$ cat src/rtl/core/fde_pkg.sv
// ----------------------------------------------------------------------------
// fde_pkg
// Shared constants and controller/datapath command and status types for the
// flag-delimited frame extractor.
// ----------------------------------------------------------------------------
package fde_pkg;

    // Frame delimiter and length-field layout
    localparam logic [7:0]  FLAG_BYTE         = 8'h7E;
    localparam int unsigned LEN_OFFSET        = 2;
    localparam int unsigned LEN_OVERHEAD      = 5;
    localparam int unsigned FRAME_MAX_DEFAULT = 64;

    // Width of the length check: span and length + overhead both fit here
    localparam int unsigned LEN_CMP_W = 9;

    // Output index width, taken modulo 64
    localparam int unsigned INDEX_W = 6;

    // Controller to datapath commands
    typedef struct packed {
        logic open_frame;   // store opening flag, count = 1
        logic store_byte;   // append the input byte
        logic clear_frame;  // drop the open frame
        logic rd_start;     // point read index at entry 0
        logic rd_next;      // advance read index
    } fde_cmd_t;

    // Datapath to controller status
    typedef struct packed {
        logic is_flag;      // input byte is the delimiter
        logic len_ok;       // length byte present and length + 5 <= span
        logic room;         // a data byte still leaves room for a closing flag
        logic at_end;       // read index has reached the closing flag slot
    } fde_status_t;

endpackage

$ cat src/rtl/core/fde_if.sv
// ----------------------------------------------------------------------------
// fde_if
// Valid/ready channels of the frame extractor: received bytes in, frame
// bytes out.
// ----------------------------------------------------------------------------
interface fde_rx_if;
    logic       valid;
    logic       ready;
    logic [7:0] rx_byte;

    modport source (output valid, output rx_byte, input ready);
    modport sink   (input valid, input rx_byte, output ready);
endinterface

interface fde_frame_if;
    logic       valid;
    logic       ready;
    logic [7:0] frame_byte;
    logic [5:0] byte_index;
    logic       last;

    modport source (output valid, output frame_byte, output byte_index,
                    output last, input ready);
    modport sink   (input valid, input frame_byte, input byte_index,
                    input last, output ready);
endinterface

$ cat src/rtl/core/fde_ctrl.sv
// ----------------------------------------------------------------------------
// fde_ctrl
// Controller: hunts for a flag, collects a frame, then replays an accepted
// frame one beat at a time from the frame store.
// ----------------------------------------------------------------------------
module fde_ctrl
(
    input  logic                 clk,
    input  logic                 rst_n,
    input  logic                 rx_valid,
    output logic                 rx_ready,
    output logic                 frame_valid,
    input  logic                 frame_ready,
    input  fde_pkg::fde_status_t status,
    output fde_pkg::fde_cmd_t    cmd
);
    import fde_pkg::*;

    typedef enum logic [3:0] {
        ST_HUNT  = 4'b0001,
        ST_FRAME = 4'b0010,
        ST_FETCH = 4'b0100,
        ST_SEND  = 4'b1000
    } state_t;

    state_t state_reg;
    state_t state_next;
    logic   rx_fire;
    logic   frame_fire;

    assign rx_ready    = (state_reg == ST_HUNT) || (state_reg == ST_FRAME);
    assign frame_valid = (state_reg == ST_SEND);
    assign rx_fire     = rx_valid && rx_ready;
    assign frame_fire  = frame_valid && frame_ready;

    // Next state and datapath commands
    always_comb
    begin
        state_next = state_reg;
        cmd        = '0;
        case (state_reg)
            ST_HUNT:
            begin
                if (rx_fire && status.is_flag)
                begin
                    cmd.open_frame = 1'b1;
                    state_next     = ST_FRAME;
                end
            end
            ST_FRAME:
            begin
                if (rx_fire)
                begin
                    if (status.is_flag)
                    begin
                        if (status.len_ok)
                        begin
                            cmd.rd_start = 1'b1;
                            state_next   = ST_FETCH;
                        end
                        else
                        begin
                            // early flag opens a new frame
                            cmd.open_frame = 1'b1;
                        end
                    end
                    else if (status.room)
                    begin
                        cmd.store_byte = 1'b1;
                    end
                    else
                    begin
                        // frame too long: drop and hunt
                        cmd.clear_frame = 1'b1;
                        state_next      = ST_HUNT;
                    end
                end
            end
            ST_FETCH:
            begin
                // store read lands in the read register this cycle
                state_next = ST_SEND;
            end
            ST_SEND:
            begin
                if (frame_fire)
                begin
                    if (status.at_end)
                    begin
                        cmd.clear_frame = 1'b1;
                        state_next      = ST_HUNT;
                    end
                    else
                    begin
                        cmd.rd_next = 1'b1;
                        state_next  = ST_FETCH;
                    end
                end
            end
            default:
            begin
                state_next = ST_HUNT;
            end
        endcase
    end

    // State register
    always_ff @(posedge clk or negedge rst_n)
    begin
        if (!rst_n)
        begin
            state_reg <= ST_HUNT;
        end
        else
        begin
            state_reg <= state_next;
        end
    end

endmodule

$ cat src/rtl/core/fde_datapath.sv
// ----------------------------------------------------------------------------
// fde_datapath
// Frame store, byte count, length field and replay index, with the frame
// acceptance check.
// ----------------------------------------------------------------------------
module fde_datapath
#(
    parameter int unsigned FRAME_MAX = fde_pkg::FRAME_MAX_DEFAULT
)
(
    input  logic                 clk,
    input  logic                 rst_n,
    input  logic [7:0]           rx_byte,
    input  fde_pkg::fde_cmd_t    cmd,
    output fde_pkg::fde_status_t status,
    output logic [7:0]           frame_byte,
    output logic [5:0]           byte_index,
    output logic                 last
);
    import fde_pkg::*;

    localparam int unsigned ADDR_W = $clog2(FRAME_MAX);

    logic [7:0]        mem [FRAME_MAX];
    logic [7:0]        rd_data_reg;
    logic [ADDR_W-1:0] count_reg;
    logic [ADDR_W-1:0] count_next;
    logic [7:0]        len_reg;
    logic [7:0]        len_next;
    logic [ADDR_W-1:0] idx_reg;
    logic [ADDR_W-1:0] idx_next;
    logic              wr_en;
    logic [ADDR_W-1:0] wr_addr;
    logic [7:0]        wr_data;
    logic [LEN_CMP_W-1:0] span;
    logic [LEN_CMP_W-1:0] need;
    logic [ADDR_W+INDEX_W-1:0] idx_ext;

    // Acceptance check and status
    assign span = LEN_CMP_W'(count_reg) + LEN_CMP_W'(1);
    assign need = LEN_CMP_W'(len_reg) + LEN_CMP_W'(LEN_OVERHEAD);

    assign status.is_flag = (rx_byte == FLAG_BYTE);
    assign status.len_ok  = (count_reg > ADDR_W'(LEN_OFFSET)) && (need <= span);
    assign status.room    = ({1'b0, count_reg} < (ADDR_W+1)'(FRAME_MAX - 1));
    assign status.at_end  = (idx_reg == count_reg);

    // Store write port
    assign wr_en   = cmd.open_frame || cmd.store_byte;
    assign wr_addr = cmd.open_frame ? '0 : count_reg;
    assign wr_data = cmd.open_frame ? FLAG_BYTE : rx_byte;

    always_ff @(posedge clk)
    begin
        if (wr_en)
        begin
            mem[wr_addr] <= wr_data;
        end
        rd_data_reg <= mem[idx_reg];
    end

    // Count, length and replay index
    always_comb
    begin
        count_next = count_reg;
        len_next   = len_reg;
        idx_next   = idx_reg;
        if (cmd.open_frame)
        begin
            count_next = ADDR_W'(1);
            len_next   = '0;
        end
        else if (cmd.store_byte)
        begin
            count_next = count_reg + ADDR_W'(1);
            if (count_reg == ADDR_W'(LEN_OFFSET))
            begin
                len_next = rx_byte;
            end
        end
        else if (cmd.clear_frame)
        begin
            count_next = '0;
            len_next   = '0;
        end
        if (cmd.rd_start)
        begin
            idx_next = '0;
        end
        else if (cmd.rd_next)
        begin
            idx_next = idx_reg + ADDR_W'(1);
        end
    end

    always_ff @(posedge clk or negedge rst_n)
    begin
        if (!rst_n)
        begin
            count_reg <= '0;
            len_reg   <= '0;
            idx_reg   <= '0;
        end
        else
        begin
            count_reg <= count_next;
            len_reg   <= len_next;
            idx_reg   <= idx_next;
        end
    end

    // Output beat: closing flag comes from the constant, the rest from the store
    assign idx_ext    = {{INDEX_W{1'b0}}, idx_reg};
    assign last       = status.at_end;
    assign frame_byte = status.at_end ? FLAG_BYTE : rd_data_reg;
    assign byte_index = idx_ext[INDEX_W-1:0];

endmodule

$ cat src/rtl/core/flag_delimited_frame_extractor.sv
// ----------------------------------------------------------------------------
// flag_delimited_frame_extractor
// Extracts 0x7E-delimited frames from a received byte stream and replays
// each accepted frame, flags included, with a last marker.
// ----------------------------------------------------------------------------
//
//  Channel  Dir  Payload                             Beat
//  rx       in   rx_byte[7:0]                        one received byte
//  frames   out  frame_byte[7:0] byte_index[5:0]     one frame byte
//                last
//
//  rx is ready while hunting or collecting.
//  An accepted frame is replayed beat by beat, each beat a store read, then
//  output, and a beat can stall on output; rx is held off until the replay
//  ends.
//  Reset clears the count, length and state; the store itself is not reset.
//  frames payload holds steady while valid is high and ready low.
//
module flag_delimited_frame_extractor
#(
    parameter int unsigned FRAME_MAX = fde_pkg::FRAME_MAX_DEFAULT
)
(
    input  logic clk,
    input  logic rst_n,
    fde_rx_if.sink      rx,
    fde_frame_if.source frames
);
    import fde_pkg::*;

    fde_cmd_t    cmd;
    fde_status_t status;

    fde_ctrl u_ctrl
    (
        .clk         (clk),
        .rst_n       (rst_n),
        .rx_valid    (rx.valid),
        .rx_ready    (rx.ready),
        .frame_valid (frames.valid),
        .frame_ready (frames.ready),
        .status      (status),
        .cmd         (cmd)
    );

    fde_datapath #(
        .FRAME_MAX (FRAME_MAX)
    ) u_datapath (
        .clk        (clk),
        .rst_n      (rst_n),
        .rx_byte    (rx.rx_byte),
        .cmd        (cmd),
        .status     (status),
        .frame_byte (frames.frame_byte),
        .byte_index (frames.byte_index),
        .last       (frames.last)
    );

    // Input and replay never overlap
    assert property (@(posedge clk) disable iff (!rst_n)
        !(rx.ready && frames.valid))
        else $error("rx ready while replaying a frame");

    // The last beat carries the closing flag
    assert property (@(posedge clk) disable iff (!rst_n)
        (frames.valid && frames.last) |-> (frames.frame_byte == FLAG_BYTE))
        else $error("last beat is not a flag");

    // After the closing beat the block hunts again
    assert property (@(posedge clk) disable iff (!rst_n)
        (frames.valid && frames.ready && frames.last) |=> rx.ready)
        else $error("not hunting after frame end");

    // The store is never written while a replay beat is offered
    assert property (@(posedge clk) disable iff (!rst_n)
        frames.valid |-> !(cmd.open_frame || cmd.store_byte))
        else $error("store written during replay");

endmodule

$ cat src/flat_wrapper.sv
// flat-port wrapper written by rule: the top's interface ports become plain ports
module flag_delimited_frame_extractor_flat import fde_pkg::*;
#(
    parameter int unsigned FRAME_MAX = fde_pkg::FRAME_MAX_DEFAULT
)
  (clk, rst_n, rx_valid, rx_rx_byte, rx_ready, frames_valid, frames_frame_byte, frames_byte_index, frames_last, frames_ready);
  fde_rx_if rx_i ();
  fde_frame_if frames_i ();
  input  logic clk;
  input  logic rst_n;
  input wire logic [$bits(rx_i.valid)-1:0] rx_valid;
  input wire logic [$bits(rx_i.rx_byte)-1:0] rx_rx_byte;
  output wire logic [$bits(rx_i.ready)-1:0] rx_ready;
  output wire logic [$bits(frames_i.valid)-1:0] frames_valid;
  output wire logic [$bits(frames_i.frame_byte)-1:0] frames_frame_byte;
  output wire logic [$bits(frames_i.byte_index)-1:0] frames_byte_index;
  output wire logic [$bits(frames_i.last)-1:0] frames_last;
  input wire logic [$bits(frames_i.ready)-1:0] frames_ready;
  assign rx_i.valid = rx_valid;
  assign rx_i.rx_byte = rx_rx_byte;
  assign rx_ready = rx_i.ready;
  assign frames_valid = frames_i.valid;
  assign frames_frame_byte = frames_i.frame_byte;
  assign frames_byte_index = frames_i.byte_index;
  assign frames_last = frames_i.last;
  assign frames_i.ready = frames_ready;
  flag_delimited_frame_extractor #(.FRAME_MAX(FRAME_MAX)) u_core (.clk(clk), .rst_n(rst_n), .rx(rx_i), .frames(frames_i));
endmodule
$ cat config.mk
export PLATFORM = sky130hd
export DESIGN_NAME = flag_delimited_frame_extractor_flat
export DESIGN_NICKNAME = d
export VERILOG_FILES = /design/src/rtl/core/fde_pkg.sv /design/src/rtl/core/fde_if.sv /design/src/rtl/core/fde_ctrl.sv /design/src/rtl/core/fde_datapath.sv /design/src/rtl/core/flag_delimited_frame_extractor.sv /design/src/flat_wrapper.sv
export SDC_FILE = /design/constraint.sdc
export NUM_CORES = 1
export LEC_CHECK = 0
export ABC_CLOCK_PERIOD_IN_PS = 6070
export BUFFER_PORTS_ARGS = -buffer_cell sky130_fd_sc_hd__buf_2
export CORE_MARGIN = 3
export CORE_UTILIZATION = 26
export CTS_CLUSTER_DIAMETER = 120
export DETAILED_ROUTE_END_ITERATION = 10
export PLACE_DENSITY = 0.5
export SYNTH_ARGS = -nofsm -noshare
export SYNTH_HDL_FRONTEND = slang
export SYNTH_HIERARCHICAL = 1
export SYNTH_SLANG_ARGS = --single-unit
$ cat constraint.sdc
create_clock -name clk -period 6.07 [get_ports clk]
set_input_delay 0.3035 -clock clk [delete_from_list [all_inputs] [get_ports clk]]
set_output_delay 0.3035 -clock clk [all_outputs]
set_load 0.02 [all_outputs]
; ---- Yosys cells after proc, flatten, opt, wreduce, memory -nomap -nowiden
; Memories as Yosys holds them, arrays and structs flattened. A register that Yosys moved wholly into a read port is not among the register bits.
; Cells that the tools add are included.
[totals]
elab_cells = 75
memories = 1
ff_bits = 24
ramBits = 512
out_inout_bits = 17
[mem_list]
columns = name, words, width, read_ports, rd_clocked_by_memory_dff, wr, line
row1 = u_core.u_datapath.mem, 64, 8, 1, 1, 1, fde_datapath.sv:24  ; logic [7:0] mem [FRAME_MAX];
[classes]
reduce_logical = 10
magnitude_cmp = 3
mux = 40
addsub = 4
n_eq_ne = 13
[op_table]
columns = op, n
row1 = $mux 8, 6
row2 = $mux 6, 6
row3 = $mux 4, 7
row4 = $mux 1, 16
row5 = $pmux 4 s4, 1
row6 = $add 6x1->6 const B, 2
row7 = $add 8x3->9 const B, 1
row8 = $le 9x9->1, 1
row9 = $eq 8x7->1 const B, 1
row10 = $add 6x1->7 const B, 1
row11 = $eq 6x2->1 const B, 1
row12 = $eq 6x6->1, 1
row13 = $gt 6x2->1 const B, 1
row14 = $lt 6x6->1 const B, 1
row15 = $reduce_and 5->1, 1
row16 = $eq 4x1->1 const B, 1
row17 = $eq 4x2->1 const B, 1
row18 = $eq 4x3->1 const B, 1
row19 = $eq 4x4->1 const B, 1
row20 = $logic_and 1x1->1, 4
row21 = $ne 2x1->1 const B, 2
row22 = $pmux 1 s2, 2
row23 = $mux 3, 1
row24 = $ne 3x1->1 const B, 1
row25 = 8 further kinds, 9

; ---- Longest topological paths before layout
[logic_depth]
ltp_word = 10
ltp_mapped = 18
depth_no_buf = 16

; ---- By module
; The synthesis kept the hierarchy.
[by_module_without_submodules]
columns = module, instances, area_each_um2, cells_each, seq_area_each_um2
row1 = fde_datapath, 1, 21655.8, 1185, 16035.4
row2 = fde_ctrl, 1, 455.4, 55, 101.3

; ---- Worst setup path before layout
; OpenSTA, ideal clock, no wires.
[synth_timing]
kind = register to register
startpoint = register u_core.u_datapath.count_reg[2]
endpoint = memory u_core.u_datapath.mem[0][0] (data pin)
n_path_buf = 4
slack_ps = 1156
t_arrival_ps = 4399
setup_ps = 515
path_stages_with_launch = 15
cell_sequence = dfrtp_1 > clkbuf_1 > clkbuf_1 > xnor2_1 > ha_1 > a21o_1 > a21o_1 > a211o_1 > a211oi_1 > o221a_2 > o21a_1 > nor3_1 > clkbuf_1 > clkbuf_1 > nor2b_1
[synth_lines]
columns = element, line
row1 = start: declaration, fde_datapath.sv:26  ; logic [ADDR_W-1:0] count_reg;
row2 = start signal: assignment, fde_datapath.sv:106  ; count_reg <= count_next;
row3 = end: declaration, fde_datapath.sv:24

==> flow_summary.toml <==
[route]
post_drt_wl_per_cell_um = 23.1
first_iter_violations = 1060
ant_nets = 0
drc = 0
wl_um = 56800
routed_via_density = 4.71
vias = 11600
dr.pass1.iters = 7

[power]
power_density_nw_per_um2 = 325
ir_drop_mv = 0.203
p_total_w = 0.00827
p_leak_nw = 7.82

[final_layout]
layout.nets = 1302
post-route-util_pct = 30.3
syn2layout_area_growth_pct = 15.1
layout-drive-gt1-share_pct = 18.3
diodes = 0
n_fill_cell = 8176
largest_reg_flops = 512

[worst_setup_path]
critPathMaxStageDelay_ns = 0.83
r2r-start = "u_core/u_datapath/count_reg[1]$_DFFE_PN0P_"
critPathLaunch = "u_core/u_datapath/count_reg[1]$_DFFE_PN0P_"
crit_slowest_cell = "nor2_1"
critPathRequiredTime_ns = 6.30
arrival_ns = 5.25
endpoint_kind = "flip-flop"
path_cells = "ha_1, nand3_1, xor2_1, ha_1, nand4_1, nor2_1, a211o_1, a211oi_1, o221a_2, o21a_1, nor3_2, buf_4, nor2b_1, nand3_1, nor2_1"
cp-start-kind = "flip-flop"
critical_path.max_fanout = 21
endpoint = "u_core/u_datapath/mem[13][4]$_DFFE_PP_"
ff2ff_path_depth = 15
reg2reg_slack_ns = 1.05
path_class = "flip-flop to flip-flop"
r2r_end = "u_core/u_datapath/mem[13][4]$_DFFE_PP_"

[logic_synthesis]
yosysTopAreaCell = "edfxtp_1"
post_synth_num_cell_types = 61
synthTopCellsByCount = "edfxtp_1, mux2i_1, nor2_1"
synth_top_area_share_pct = 69.5
synth_ff_type = "edfxtp_1"
ys_top_cells_by_area = "edfxtp_1, mux4_2, mux2i_1"
syn_inst = 1240
synth-seq-area-share_pct = 73.0
async_reset_ff_share_pct = 4.41
synth_seq_cells = 544
syn_avg_cell_area_um2 = 17.8
synth_area_um2 = 22100
yosysMostFrequentCell = "edfxtp_1"
syn_nets = 1263
yosysWarnings = 6
synth_edf_count = 512

[placement]
hpwl_um = 34500
io_buffers = 28
place.gp.congestion = 0.777

[global_route]
grt_max_degree = 65
grt.overflow.total = 0
track_usage_pct = 12.7
antenna_found_initial = 1
grt_pass1_vias = 11900
grt_first_pass_wirelength_um = 83600

[floorplanning]
pin_count = 29
die_y_um = 298
die_x_um = 298
num_rows = 106
core_um2 = 84000
initial_core_util_pct = 26.3
die_area_um2 = 88600

[min_path]
hp-class = "input pin to flip-flop"

[job]
max_cap_viol_count = 0

[clocking]
clock_sinks = 544
clk_path_buf_depth = 3
htreeDepth = 2
postCtsSetupRepairBufs = 0
path_clk_slew_ns = 0.06
cts_resized = 0
cts-buffers-inserted = 57
clockRootBuffer = "clkbuf_16"
worst_skew_pair.late_latency_ns = 0.61
cts_tree = "built"

[sta]
setup_violations = 0
skew_ns = 0.0227
rsz0062_at_grt = "false"
tightest_slew_ns = 1.07
fin_crit_sh_pct = 82.7
tns_ns = 0
hold_slack_ns = 0.0568
fmax_mhz = 199
hold_viol_final = 0
maxSlewViolCount = 0
min_period_ns = 5.02
max-slew-margin-rel_pct = 28.4

[outcome]
status = "complete, no violations"
-- repair_timing --
item | in CTS | in global routing
hold buffers | 9 | 0
endpoints found under the setup margin | 0 | 0
hold endpoints to repair | 31 | 0
-- stage by stage --
step | std cells | setup slack (ns) | area (um2)
final | 2462 | 1.05 | 25400
after global routing | 2462 | 0.740 | 25400
after CTS | 2462 | 1.08 | 25400
after detailed placement | 2345 | 1.10 | 23400
after global placement | 2345 | 1.15 | 23400
after floorplan | 1240 | 1.16 | 22100
-- where the power goes --
| part | leakage, nW | internal, W | switching [W] |
|---|---|---|---|
| Sequential | 4.94 | 0.00412 | 0.0000422 |
| Clock | 0.963 | 0.00221 | 0.00145 |
| Combinational | 1.92 | 0.000198 | 0.000255 |
| Total | 7.82 | 0.00652 | 0.00174 |
-- cell usage in the layout (no fill, tap or decap), drive strengths merged, types with 8 or more instances in the layout --
| master | synthesis | final |
|---|---|---|
| nand2b | 11 | 11 |
| mux2i | 104 | 104 |
| dfrtp | 23 | 23 |
| clkinv | 0 | 22 |
| nor2 | 82 | 82 |
| o21ai | 44 | 44 |
| clkbuf | 28 | 68 |
| nor3 | 12 | 12 |
| mux4 | 80 | 80 |
| xnor2 | 12 | 12 |
| bufinv | 0 | 10 |
| dfxtp | 8 | 8 |
| o22ai | 16 | 16 |
| a221oi | 17 | 17 |
| a21oi | 25 | 25 |
| or2 | 8 | 8 |
| nor2b | 11 | 11 |
| a22oi | 8 | 8 |
| buf | 48 | 47 |
| inv | 14 | 17 |
| nand3 | 21 | 21 |
| a211oi | 16 | 16 |
| o221ai | 17 | 17 |
| nand2 | 38 | 38 |
| ha | 11 | 11 |
| edfxtp | 512 | 512 |
| dlygate4sd3 | 0 | 9 |
-- worst max-delay path, delay by kind of cell (launching register included) --
kind / cells / cell delay (ns)
fa+ha+maj: 2 / 0.58
flops: 1 / 0.54
buf+inv: 1 / 0.22
xor+xnor: 1 / 0.23
compound gates: 4 / 0.93
simple gates: 7 / 2.11
-- kinds of logic after synthesis --
kind of cell	share of synthesized area (%)
simple gates	5.01
compound gates	5.32
xor+xnor	0.753
mux	12.9
buf+inv	2.45
fa+ha+maj	0.622
flops	73.0
-- how the worst min path moves through the flow --
stage / start / to / cells after the start
final: frames_ready / u_core/u_ctrl/state_reg[3]$_DFFE_PN0P_ / 4
after global routing: rx_valid / u_core/u_ctrl/state_reg[0]$_DFFE_PN1P_ / 4
after floorplan: rst_n / u_core/u_ctrl/state_reg[1]$_DFFE_PN0P_ / 0
after global placement: rst_n / u_core/u_datapath/len_reg[6]$_DFFE_PN0P_ / 1
after detailed placement: rst_n / u_core/u_datapath/len_reg[6]$_DFFE_PN0P_ / 1
after CTS: frames_ready / u_core/u_ctrl/state_reg[3]$_DFFE_PN0P_ / 4
-- per-layer routing --
| layer | part of all wire (%) | GRT usage, % | up-vias | wire length, um |
|---|---|---|---|---|
| li1 | - | - | 5070 | - |
| met1 | 45 | 17.6 | 6086 | 25600 |
| met2 | 47 | 20.1 | 349 | 26600 |
| met3 | 5.9 | 2.85 | 84 | 3370 |
| met4 | 2.3 | 3.22 | 0 | 1320 |
| met5 | 0 | 0 | - | 0 |
-- area by class of cell --
type | instances | area [um2] | share of cell area (%)
multi-input cells | 606 | 5470 | 21.5
repair buffers | 56 | 373 | 1.47
clock buffers | 68 | 1510 | 5.94
flip-flops and latches | 544 | 16100 | 63.4
clock inverters | 40 | 478 | 1.88
well taps | 1134 | 1420 | 5.58
inverters | 14 | 52.6 | 0.207
No activity file was read; power rests on OpenSTA's default activity.
